==> src/rtl/tsb_pkg.sv <==
package tsb_pkg;

    localparam int TEXTURE_SLOTS   = 32;
    localparam int SLOT_W          = 5;
    localparam int SLOTS_USED_W    = 6;
    localparam int BATCH_QUADS_MAX = 1024;
    localparam int QUADS_W         = 11;
    localparam int QIDX_W          = 10;
    localparam int TEX_ID_W        = 16;
    localparam int TEX_CNT_W       = 6;
    localparam int OP_W            = 2;
    localparam int APB_DATA_W      = 32;
    localparam int APB_ADDR_W      = 3;

    localparam logic [QUADS_W-1:0] MAX_QUADS_RESET = 11'd1000;
    localparam logic [QUADS_W-1:0] QUAD_LIMIT      = QUADS_W'(BATCH_QUADS_MAX);

    typedef logic [OP_W-1:0] opcode_t;

    localparam opcode_t OP_DRAW  = 2'd0;
    localparam opcode_t OP_END   = 2'd1;
    localparam opcode_t OP_BEGIN = 2'd2;

    // register index, taken from paddr[2]
    localparam logic REG_MAX_QUADS = 1'b0;

    typedef struct packed {
        logic capture;
        logic lookup;
        logic commit;
    } tsb_cmd_t;

    typedef struct packed {
        logic out_free;
    } tsb_status_t;

endpackage

==> src/rtl/tsb_ctrl.sv <==
module tsb_ctrl
    import tsb_pkg::*;
(
    input  logic        clk,
    input  logic        rst_n,
    input  logic        in_valid,
    output logic        in_ready,
    input  tsb_status_t status,
    output tsb_cmd_t    cmd
);

    typedef enum logic [1:0] {
        S_IDLE,
        S_LOOK,
        S_COMMIT
    } state_t;

    state_t state_reg;
    logic   in_ready_reg;

    always_ff @(posedge clk or negedge rst_n)
    begin
        if (!rst_n)
        begin
            state_reg    <= S_IDLE;
            in_ready_reg <= 1'b1;
        end
        else
        begin
            unique case (state_reg)
                S_IDLE:
                begin
                    if (in_valid && in_ready_reg)
                    begin
                        state_reg    <= S_LOOK;
                        in_ready_reg <= 1'b0;
                    end
                end
                S_LOOK:
                begin
                    state_reg <= S_COMMIT;
                end
                S_COMMIT:
                begin
                    // wait for the output register to free up
                    if (status.out_free)
                    begin
                        state_reg    <= S_IDLE;
                        in_ready_reg <= 1'b1;
                    end
                end
                default:
                begin
                    state_reg    <= S_IDLE;
                    in_ready_reg <= 1'b1;
                end
            endcase
        end
    end

    assign in_ready = in_ready_reg;

    always_comb
    begin
        cmd.capture = in_valid && in_ready_reg;
        cmd.lookup  = (state_reg == S_LOOK);
        cmd.commit  = (state_reg == S_COMMIT) && status.out_free;
    end

endmodule

==> src/rtl/tsb_datapath.sv <==
module tsb_datapath
    import tsb_pkg::*;
(
    input  logic                 clk,
    input  logic                 rst_n,
    input  tsb_cmd_t             cmd,
    output tsb_status_t          status,
    input  logic [OP_W-1:0]      opcode,
    input  logic [TEX_ID_W-1:0]  texture_id,
    input  logic                 cfg_we,
    input  logic [QUADS_W-1:0]   cfg_wdata,
    output logic [QUADS_W-1:0]   max_quads,
    input  logic                 out_ready,
    output logic                 out_valid,
    output logic [SLOT_W-1:0]    slot,
    output logic [QIDX_W-1:0]    quad_index,
    output logic                 flushed,
    output logic [QUADS_W-1:0]   flush_quads,
    output logic [TEX_CNT_W-1:0] flush_textures
);

    opcode_t                 op_reg;
    logic [TEX_ID_W-1:0]     id_reg;
    logic [TEX_ID_W-1:0]     slot_table_reg [1:TEXTURE_SLOTS-1];
    logic [SLOTS_USED_W-1:0] slots_used_reg, slots_used_next;
    logic [QUADS_W-1:0]      batch_quads_reg, batch_quads_next;
    logic [QUADS_W-1:0]      max_quads_reg;
    logic                    hit_reg;
    logic [SLOT_W-1:0]       hit_slot_reg;
    logic                    full_reg;

    logic                    out_valid_reg;
    logic [SLOT_W-1:0]       slot_reg, slot_next;
    logic [QIDX_W-1:0]       quad_index_reg, quad_index_next;
    logic                    flushed_reg, flushed_next;
    logic [QUADS_W-1:0]      flush_quads_reg, flush_quads_next;
    logic [TEX_CNT_W-1:0]    flush_textures_reg, flush_textures_next;

    logic [TEXTURE_SLOTS-1:0] match;
    logic [SLOT_W-1:0]        hit_slot;
    logic [QUADS_W-1:0]       limit;
    logic                     overflow;
    logic                     table_we;

    // slot 0 always holds the default texture
    assign match[0] = (id_reg == '0);

    for (genvar s = 1; s < TEXTURE_SLOTS; s++)
    begin : g_match
        assign match[s] = (slot_table_reg[s] == id_reg) &&
                          (SLOTS_USED_W'(s) < slots_used_reg);
    end

    always_comb
    begin
        hit_slot = '0;
        for (int s = TEXTURE_SLOTS - 1; s >= 0; s--)
        begin
            if (match[s])
            begin
                hit_slot = SLOT_W'(s);
            end
        end
    end

    assign limit = (max_quads_reg > QUAD_LIMIT) ? QUAD_LIMIT : max_quads_reg;

    always_comb
    begin
        slots_used_next     = slots_used_reg;
        batch_quads_next    = batch_quads_reg;
        slot_next           = '0;
        quad_index_next     = '0;
        flushed_next        = 1'b0;
        table_we            = 1'b0;
        overflow            = !hit_reg &&
                              (slots_used_reg == SLOTS_USED_W'(TEXTURE_SLOTS));
        case (op_reg)
            OP_DRAW:
            begin
                // a full-batch flush and an overflow flush report the same
                // counts; either one restarts the batch with the drawn quad at index 0
                flushed_next = (batch_quads_reg != '0) && (full_reg || overflow);
                if (hit_reg)
                begin
                    slot_next = hit_slot_reg;
                end
                else
                begin
                    slot_next       = overflow ? SLOT_W'(1) : slots_used_reg[SLOT_W-1:0];
                    slots_used_next = SLOTS_USED_W'({1'b0, slot_next} + 1'b1);
                    table_we        = 1'b1;
                end
                quad_index_next  = flushed_next ? '0 : batch_quads_reg[QIDX_W-1:0];
                batch_quads_next = QUADS_W'({1'b0, quad_index_next} + 1'b1);
            end
            OP_END:
            begin
                flushed_next     = (batch_quads_reg != '0);
                batch_quads_next = '0;
            end
            OP_BEGIN:
            begin
                batch_quads_next = '0;
                slots_used_next  = SLOTS_USED_W'(1);
            end
            default:
            begin
            end
        endcase
        flush_quads_next    = flushed_next ? batch_quads_reg : '0;
        flush_textures_next = flushed_next ? TEX_CNT_W'(slots_used_reg) : '0;
    end

    always_ff @(posedge clk or negedge rst_n)
    begin
        if (!rst_n)
        begin
            slots_used_reg  <= SLOTS_USED_W'(1);
            batch_quads_reg <= '0;
            max_quads_reg   <= MAX_QUADS_RESET;
            out_valid_reg   <= 1'b0;
        end
        else
        begin
            if (cfg_we)
            begin
                max_quads_reg <= cfg_wdata;
            end
            if (cmd.commit)
            begin
                slots_used_reg  <= slots_used_next;
                batch_quads_reg <= batch_quads_next;
                out_valid_reg   <= 1'b1;
            end
            else if (out_ready)
            begin
                out_valid_reg <= 1'b0;
            end
        end
    end

    always_ff @(posedge clk)
    begin
        if (cmd.capture)
        begin
            op_reg <= opcode;
            id_reg <= texture_id;
        end
        if (cmd.lookup)
        begin
            hit_reg      <= |match;
            hit_slot_reg <= hit_slot;
            full_reg     <= (batch_quads_reg >= limit);
        end
        if (cmd.commit)
        begin
            slot_reg           <= slot_next;
            quad_index_reg     <= quad_index_next;
            flushed_reg        <= flushed_next;
            flush_quads_reg    <= flush_quads_next;
            flush_textures_reg <= flush_textures_next;
        end
        if (cmd.commit && table_we)
        begin
            slot_table_reg[slot_next] <= id_reg;
        end
    end

    assign status.out_free = !out_valid_reg || out_ready;
    assign max_quads       = max_quads_reg;
    assign out_valid       = out_valid_reg;
    assign slot            = slot_reg;
    assign quad_index      = quad_index_reg;
    assign flushed         = flushed_reg;
    assign flush_quads     = flush_quads_reg;
    assign flush_textures  = flush_textures_reg;

`ifndef SYNTH
    a_slots_used_range: assert property (@(posedge clk) disable iff (!rst_n)
        (slots_used_reg != '0) && (slots_used_reg <= SLOTS_USED_W'(TEXTURE_SLOTS)))
        else $error("slots_used out of range");

    a_draw_grows_batch: assert property (@(posedge clk) disable iff (!rst_n)
        (cmd.commit && (op_reg == OP_DRAW)) |=> (batch_quads_reg != '0))
        else $error("draw left an empty batch");

    a_flush_nonempty: assert property (@(posedge clk) disable iff (!rst_n)
        (out_valid_reg && flushed_reg) |-> (flush_quads_reg != '0))
        else $error("flush beat reports an empty batch");

    a_noflush_zero: assert property (@(posedge clk) disable iff (!rst_n)
        (out_valid_reg && !flushed_reg) |->
        ((flush_quads_reg == '0) && (flush_textures_reg == '0)))
        else $error("flush counts set without a flush");
`endif

endmodule

==> src/rtl/texture_slot_batch_binder.sv <==
// Texture slot batch binder.
// Input channel (in_valid/in_ready) carries one beat per command: opcode
// (draw quad, end scene, begin scene) and texture_id. Every input beat yields
// exactly one output beat (out_valid/out_ready) with the assigned slot, the
// quad index and any flush report (flushed, flush_quads, flush_textures).
// Each beat passes through accept, slot lookup (all 32 slot entries compared
// in parallel, result registered), then commit of state and the output
// register. The next beat is accepted only once the previous one has
// committed. The result sits in an output register, so a new beat is accepted
// and looked up while the previous result still waits; a stalled receiver
// holds the commit step until the output register is taken.
// max_quads is written through the APB port at byte address 0; pready is
// always high and reads return the register.
// Reset (rst_n low, asynchronous) empties the batch, leaves only the default
// texture in slot 0, sets max_quads to 1000 and drops out_valid.
module texture_slot_batch_binder
    import tsb_pkg::*;
(
    input  logic                   clk,
    input  logic                   rst_n,
    input  logic                   psel,
    input  logic                   penable,
    input  logic                   pwrite,
    input  logic [APB_ADDR_W-1:0]  paddr,
    input  logic [APB_DATA_W-1:0]  pwdata,
    output logic [APB_DATA_W-1:0]  prdata,
    output logic                   pready,
    input  logic                   in_valid,
    output logic                   in_ready,
    input  logic [OP_W-1:0]        opcode,
    input  logic [TEX_ID_W-1:0]    texture_id,
    output logic                   out_valid,
    input  logic                   out_ready,
    output logic [SLOT_W-1:0]      slot,
    output logic [QIDX_W-1:0]      quad_index,
    output logic                   flushed,
    output logic [QUADS_W-1:0]     flush_quads,
    output logic [TEX_CNT_W-1:0]   flush_textures
);

    tsb_cmd_t           cmd;
    tsb_status_t        status;
    logic               cfg_we;
    logic               reg_idx;
    logic [QUADS_W-1:0] max_quads;

    assign pready  = 1'b1;
    assign reg_idx = paddr[APB_ADDR_W-1];
    assign cfg_we  = psel && penable && pwrite && (reg_idx == REG_MAX_QUADS);
    assign prdata  = (reg_idx == REG_MAX_QUADS) ? APB_DATA_W'(max_quads) : '0;

    tsb_ctrl u_ctrl (
        .clk      (clk),
        .rst_n    (rst_n),
        .in_valid (in_valid),
        .in_ready (in_ready),
        .status   (status),
        .cmd      (cmd)
    );

    tsb_datapath u_datapath (
        .clk            (clk),
        .rst_n          (rst_n),
        .cmd            (cmd),
        .status         (status),
        .opcode         (opcode),
        .texture_id     (texture_id),
        .cfg_we         (cfg_we),
        .cfg_wdata      (pwdata[QUADS_W-1:0]),
        .max_quads      (max_quads),
        .out_ready      (out_ready),
        .out_valid      (out_valid),
        .slot           (slot),
        .quad_index     (quad_index),
        .flushed        (flushed),
        .flush_quads    (flush_quads),
        .flush_textures (flush_textures)
    );

endmodule
==> config.mk <==
export PLATFORM = sky130hd
export DESIGN_NAME = texture_slot_batch_binder
export DESIGN_NICKNAME = d
export VERILOG_FILES = /design/src/rtl/tsb_pkg.sv /design/src/rtl/tsb_ctrl.sv /design/src/rtl/tsb_datapath.sv /design/src/rtl/texture_slot_batch_binder.sv
export SDC_FILE = /design/constraint.sdc
export NUM_CORES = 1
export LEC_CHECK = 0
export CAP_MARGIN = 20
export CORE_ASPECT_RATIO = 1.5
export CORE_MARGIN = 10
export CORE_UTILIZATION = 35
export CTS_BUF_LIST = sky130_fd_sc_hd__clkbuf_4 sky130_fd_sc_hd__clkbuf_8 sky130_fd_sc_hd__clkbuf_16
export CTS_CLUSTER_SIZE = 8
export DETAILED_ROUTE_END_ITERATION = 6
export DONT_BUFFER_PORTS = 1
export PLACE_DENSITY_LB_ADDON = 0.3
export SYNTH_ARGS = -nofsm -noshare
export SYNTH_HDL_FRONTEND = slang
export SYNTH_SLANG_ARGS = --single-unit
==> constraint.sdc <==
create_clock -name clk -period 5.3 [get_ports clk]
set_input_delay 1.06 -clock clk [delete_from_list [all_inputs] [get_ports clk]]
set_output_delay 1.06 -clock clk [all_outputs]
set_load 0.03 [all_outputs]
==> flow_summary.toml, run 1 <==
[outcome]
status = "finished clean"

[placed_design]
dp.cells = 2717
dpl_cell_area_mm2 = 0.02710
gp_congestion = 0.8658
dpl.hpwl_um = 36410
port-buffer-count = 0

[sta]
whs_ps = 137.3
max_slew.worst_pin.slew_ps = 1081
slew_headroom = 0.2796
fin_setup_tns_ps = 0
timing.final.crit_share = 0.7036
finalHoldViolCount = 0
slew_violations = 0
grt_setup_unrepaired = "false"
clock.fmax_mhz = 268.2
fin_crit_ps = 3729
finClkSkew_ps = 21.55
setup_viol = 0

[critical_path]
arrival_ps = 4080
crit_required_ps = 5650
slowest_stage = "edfxtp_1"
start_kind = "flop"
crit_fanout = 13
cp-end-kind = "flop"
crit_chain = "buf_4, xor2_1, or4_1, nor3_2, a311o_1, a211oi_2, o311ai_1, a31oi_1, o31a_1"
rr_worst_depth = 9
r2r_end = "u_datapath.hit_slot_reg[1]"
crit_type = "reg2reg"
reg2reg_slack_ps = 1570
path_delay_family = "flip-flops"
rr_startpoint = "u_datapath.id_reg[4]"
crit_buf_inv = 1
max_stage_delay_ps = 1050

[power]
ir_drop_mv = 0.1988
leakagePower_nw = 9.852
power_density_mw_per_mm2 = 341.7

[min_path]
hold_path_class = "in2async"

[grt]
track_usage = 0.1384
grt_start_max_net_pins = 64
grt_pass1_vias = 14520
grt_pass1_wl_um = 91470
overflow = 0
antenna_found_initial = 0

[clocking]
htree_levels = 3
hold_buffers = 0
clk_pin_slew_ps = 60
cts_tree = "done"
clkSinkCount = 586
cts_root_buffer = "clkbuf_16"
cts_resized = 0
clock_latency_ps = 620
post_cts.repair.setup_buffers = 0
clockBufferDepth = 3
cts_made_buffers = 83

[cells_and_area]
finalNonFillerCells = 2838
n_antenna_cell = 0
final_nets = 1894
finalInstanceArea_mm2 = 0.02953
drive_gt1_frac = 0.1235
largest_reg_flops = 496
syn_to_final_growth_pct = 14.47

[synth]
synthTopCellsByCount = "edfxtp_1, xor2_1, xnor2_1"
synth_edf_count = 554
syn_area_per_cell_um2 = 14.81
ys_types = 63
syn_area_mm2 = 0.02580
synth_top_area_cell = "edfxtp_1"
synth_top_area_frac = 0.6448
ys.flop_type = "edfxtp_1"
synthArstFlopShare = 0.05461
ys_warn_count = 0
synth_seq_cells = 586
synth.most_common_cell = "edfxtp_1"
synth_area_leaders = "edfxtp_1, xor2_1, xnor2_1"
yosysSeqAreaShare = 0.6763
syn_inst = 1742

[floorplan]
die_area_mm2 = 0.08519
core_mm2 = 0.07282
dieHeight_um = 352.5
io_pins = 128
rows = 121
start_util = 0.3543
die_w_um = 241.7

[route]
ant_nets = 0
first_pass_iters = 5
drt_iter0_markers = 800
via_per_inst = 4.953
num_vias = 14060
drc_errors = 0
wl_um = 60290
drt-wirelength-per-cell_um = 21.25

[run]
drv_cap = 0
[layer usage]
layer / wire [µm] / global-route usage / vias to the layer above
li1: - / - / 6425
met1: 24670 / 0.1604 / 7127
met2: 30500 / 0.2431 / 391
met3: 2865 / 0.02635 / 113
met4: 2254 / 0.06413 / 0
met5: 0 / 0 / -
[worst max path at each step]
stage | from | end | slack, ps | depth (start not counted)
after floorplan | u_datapath.id_reg[0] | u_datapath.hit_slot_reg[1] | 2350 | 12
after global placement | u_datapath.id_reg[4] | u_datapath.hit_slot_reg[1] | 1600 | 9
after detailed placement | u_datapath.id_reg[4] | u_datapath.hit_slot_reg[1] | 1590 | 9
after CTS | u_datapath.id_reg[4] | u_datapath.hit_slot_reg[1] | 1540 | 9
after global routing | u_datapath.id_reg[4] | u_datapath.hit_slot_reg[1] | 1510 | 9
final | u_datapath.id_reg[4] | u_datapath.hit_slot_reg[1] | 1570 | 9
[cell usage in the layout (no fill, tap or decap), types with 7 or more instances in the layout]
cell type,synthesis,layout
a21oi_1,24,24
a31oi_1,7,7
and3_1,15,15
buf_12,0,12
buf_4,44,67
clkbuf_16,0,85
clkbuf_4,0,31
conb_1,2,22
dfrtp_1,24,24
dfstp_2,8,8
edfxtp_1,554,554
ha_1,16,16
inv_1,17,17
mux2_2,12,12
nand2_1,55,55
nand2b_1,15,15
nand3_1,26,26
nand4_1,62,62
nor2_1,69,69
nor2b_1,28,28
nor3_1,20,20
nor4_1,81,81
o21ai_0,29,29
xnor2_1,209,209
xor2_1,288,288
[logic make-up (layout without fill, tap and decap cells)]
group	Yosys count	after routing	share of synthesized area
and+or+nand+nor	398	398	0.08356
AOI/OAI and AO/OA	102	102	0.02546
muxes	15	15	0.006402
xor gates and xnor gates	497	497	0.1687
adders and majority gates	16	16	0.007760
buffers and inverters	126	218	0.03152
other	2	22	0.0002911
DFF	586	586	0.6763
[where the power goes]
part           total [W]  switching [W]  leakage, nW  internal, W
combinational   0.000120      0.0000783         3.33    0.0000412
sequential       0.00504      0.0000132         5.30      0.00503
clock            0.00493        0.00187         1.22      0.00306
[metrics by stage]
stage / power, W / setup WS [ps] / utilization
global placement: 0.005247 / 1596 / 0.3722
detailed placement: 0.005251 / 1588 / 0.3722
finish: 0.01009 / 1571 / 0.4055
floorplan: 0.005244 / 2346 / -
CTS: 0.01021 / 1538 / 0.4055
global route: 0.01042 / 1512 / 0.4055
[cell type report]
class,count,area [µm²]
Multi-Input combinational cell,1050,7614
Timing Repair Buffer,79,743.2
Sequential cell,586,17450
Clock buffer,116,2360
Fill cell,6552,43290
Clock inverter,5,70.07
Inverter,18,67.56
Tap cell,984,1231
Note: power is estimated with default switching activity, not from simulation.
==> inputs of run 2 (changes only) <==
clock period = 3.9 ns   (was 5.3 ns; I/O delays follow)
==> run 2 against run 1 <==
Effect of this change:
- design area up 1.2%
- sequential share of layout area down 0.68 points
- non-clock buffer count up 31
- global-route usage up 0.30 points
- routed wire length up 1.8%
- die area unchanged
- combinational power up 45%
- cell count up 0.99%
- critical path type unchanged
- critical endpoint is now u_datapath.hit_slot_reg[0]
- largest power group unchanged
==> flow_summary.toml, run 2 (synthesis gave the netlist of run 1 again) <==
[clocking]
cts_root_buffer = "clkbuf_16"
clk_pin_slew_ps = 60
cts_made_buffers = 83
clockBufferDepth = 3
htree_levels = 3
cts_resized = 0
clkSinkCount = 586
cts_tree = "done"
clock_latency_ps = 620

[route]
num_vias = 14180
drt_iter0_markers = 944
ant_nets = 0
drc_errors = 0
drt-wirelength-per-cell_um = 21.41
wl_um = 61360
first_pass_iters = 5
via_per_inst = 4.947

[cells_and_area]
layout_common_cells = "edfxtp_1, xor2_1, xnor2_1"
largest_reg_flops = 496
final_nets = 1925
final_common_cell = "edfxtp_1"
n_antenna_cell = 0
drive_gt1_frac = 0.1355
finalInstanceArea_mm2 = 0.02988
syn_to_final_growth_pct = 15.81

[floorplan]
die_area_mm2 = 0.08519
rows = 121
start_util = 0.3543
io_pins = 128
die_w_um = 241.7
dieHeight_um = 352.5
core_mm2 = 0.07282

[grt]
antenna_found_initial = 1
grt_pass1_vias = 14690
track_usage = 0.1414
grt_pass1_wl_um = 93430
grt_start_max_net_pins = 56
overflow = 0

[power]
p_seq_frac = 0.502
power_density_mw_per_mm2 = 456.6
leakagePower_nw = 10.03
internal-power_w = 0.01100
pwr-share-comb = 0.013
finalPower_w = 0.01364
p_clk_frac = 0.485
ir_drop_mv = 0.2697
switching_share = 0.1939
p_sw_w = 0.002645

[critical_path]
max_stage_delay_ps = 890
arrival_ps = 3760
crit_fanout = 10
crit_type = "reg2reg"
cp-end-kind = "flop"
crit_buf_inv = 1
crit_chain = "buf_4, xor2_1, nor4_1, nand3_1, a211oi_1, o2111ai_1, a21oi_1, o21ai_1, a41o_1"
path_delay_family = "compound AO/OA/AOI/OAI gates"
start_kind = "flop"
slowest_stage = "edfxtp_1"
crit_required_ps = 4260

[placed_design]
dpl.hpwl_um = 38650
port-buffer-count = 0
gp_congestion = 0.8963
dpl_cell_area_mm2 = 0.02745

[sta]
max_slew.worst_pin.slew_ps = 1110
slew_violations = 0
clock.fmax_mhz = 294.5
slew_headroom = 0.2599
setup_viol = 0
finalHoldViolCount = 0
fin_crit_ps = 3395
fin_setup_tns_ps = 0
grt_setup_unrepaired = "false"
finClkSkew_ps = 24.71
whs_ps = 255.1
timing.final.crit_share = 0.8705

[run]
drv_cap = 0

[outcome]
status = "finished clean"

[min_path]
hold_path_class = "in2reg"
==> run 2: cell count changes in the layout (fill, tap and decap cells not counted), sizes merged <==
cell         previous run  this run
buf                    79       109
clkbuf                116       111
clkinv                  3         2
dlygate4sd3             0         1
inv                    20        23
==> run 2: path summary, 6_finish.rpt <==
| kind | end | cells past startpoint | start | slack (ps) |
|---|---|---|---|---|
| min reg2reg | u_ctrl.state_reg[0] | 1 | u_ctrl.state_reg[0] | 490 |
| max in group asynchronous | u_datapath.slots_used_reg[0] | 2 | rst_n | 2890 |
| min | u_datapath.id_reg[9] | 0 | texture_id[9] | 260 |
| max reg2reg | u_datapath.hit_slot_reg[0] | 9 | u_datapath.id_reg[12] | 500 |
| max | u_datapath.hit_slot_reg[0] | 9 | u_datapath.id_reg[12] | 500 |
| min in group asynchronous | u_ctrl.in_ready | 1 | rst_n | 740 |
==> run 2: worst register-to-register path: stages (launching register included) <==
cell       delay [ps]
edfxtp_1          890
buf_4             320
xor2_1             90
nor4_1            320
nand3_1           180
a211oi_1          600
o2111ai_1         240
a21oi_1           190
o21ai_1            90
a41o_1            230
==> run 2: layout make-up <==
cell class                      count  area (µm²)
Clock inverter                      7       63.81
Fill cell                        6573       42940
Clock buffer                      111        2322
Inverter                           18       67.56
Multi-Input combinational cell   1050        7614
Tap cell                          984        1231
Sequential cell                   586       17450
Timing Repair Buffer              110        1131
==> run 2: power by group through the flow <==
| stage | clock network, W | registers [W] | logic [W] |
|---|---|---|---|
| 2_1_floorplan | 0 | 0.00696 | 0.000164 |
| 3_3_place_gp | 0 | 0.00697 | 0.000162 |
| 3_5_place_dp | 0 | 0.00697 | 0.000166 |
| 4_1_cts | 0.00676 | 0.00685 | 0.000177 |
| 5_1_grt | 0.00702 | 0.00685 | 0.000198 |
| 6_report | 0.00661 | 0.00685 | 0.000174 |
==> run 2: per-stage QoR <==
| stage | util | setup slack (ps) | std cells |
|---|---|---|---|
| 2_1_floorplan | - | 946.3 | 1762 |
| 3_3_place_gp | 0.3764 | 470.3 | 2741 |
| 3_5_place_dp | 0.3769 | 509.1 | 2745 |
| 4_1_cts | 0.4101 | 506.9 | 2865 |
| 5_1_grt | 0.4103 | 370.9 | 2866 |
| 6_report | 0.4103 | 504.9 | 2866 |
==> run 2: per-layer routing <==
layer  up-vias  wire [µm]  track usage
li1       6483          -            -
met1      7198      24590       0.1608
met2       379      32150       0.2554
met3       115       2490      0.02506
met4         2       2120      0.06035
met5         -         13            0
==> run 2: timing repair <==
action                                 CTS  global route
hold buffers                             2             0
setup buffers                            0             0
endpoints found under the hold margin   31             0
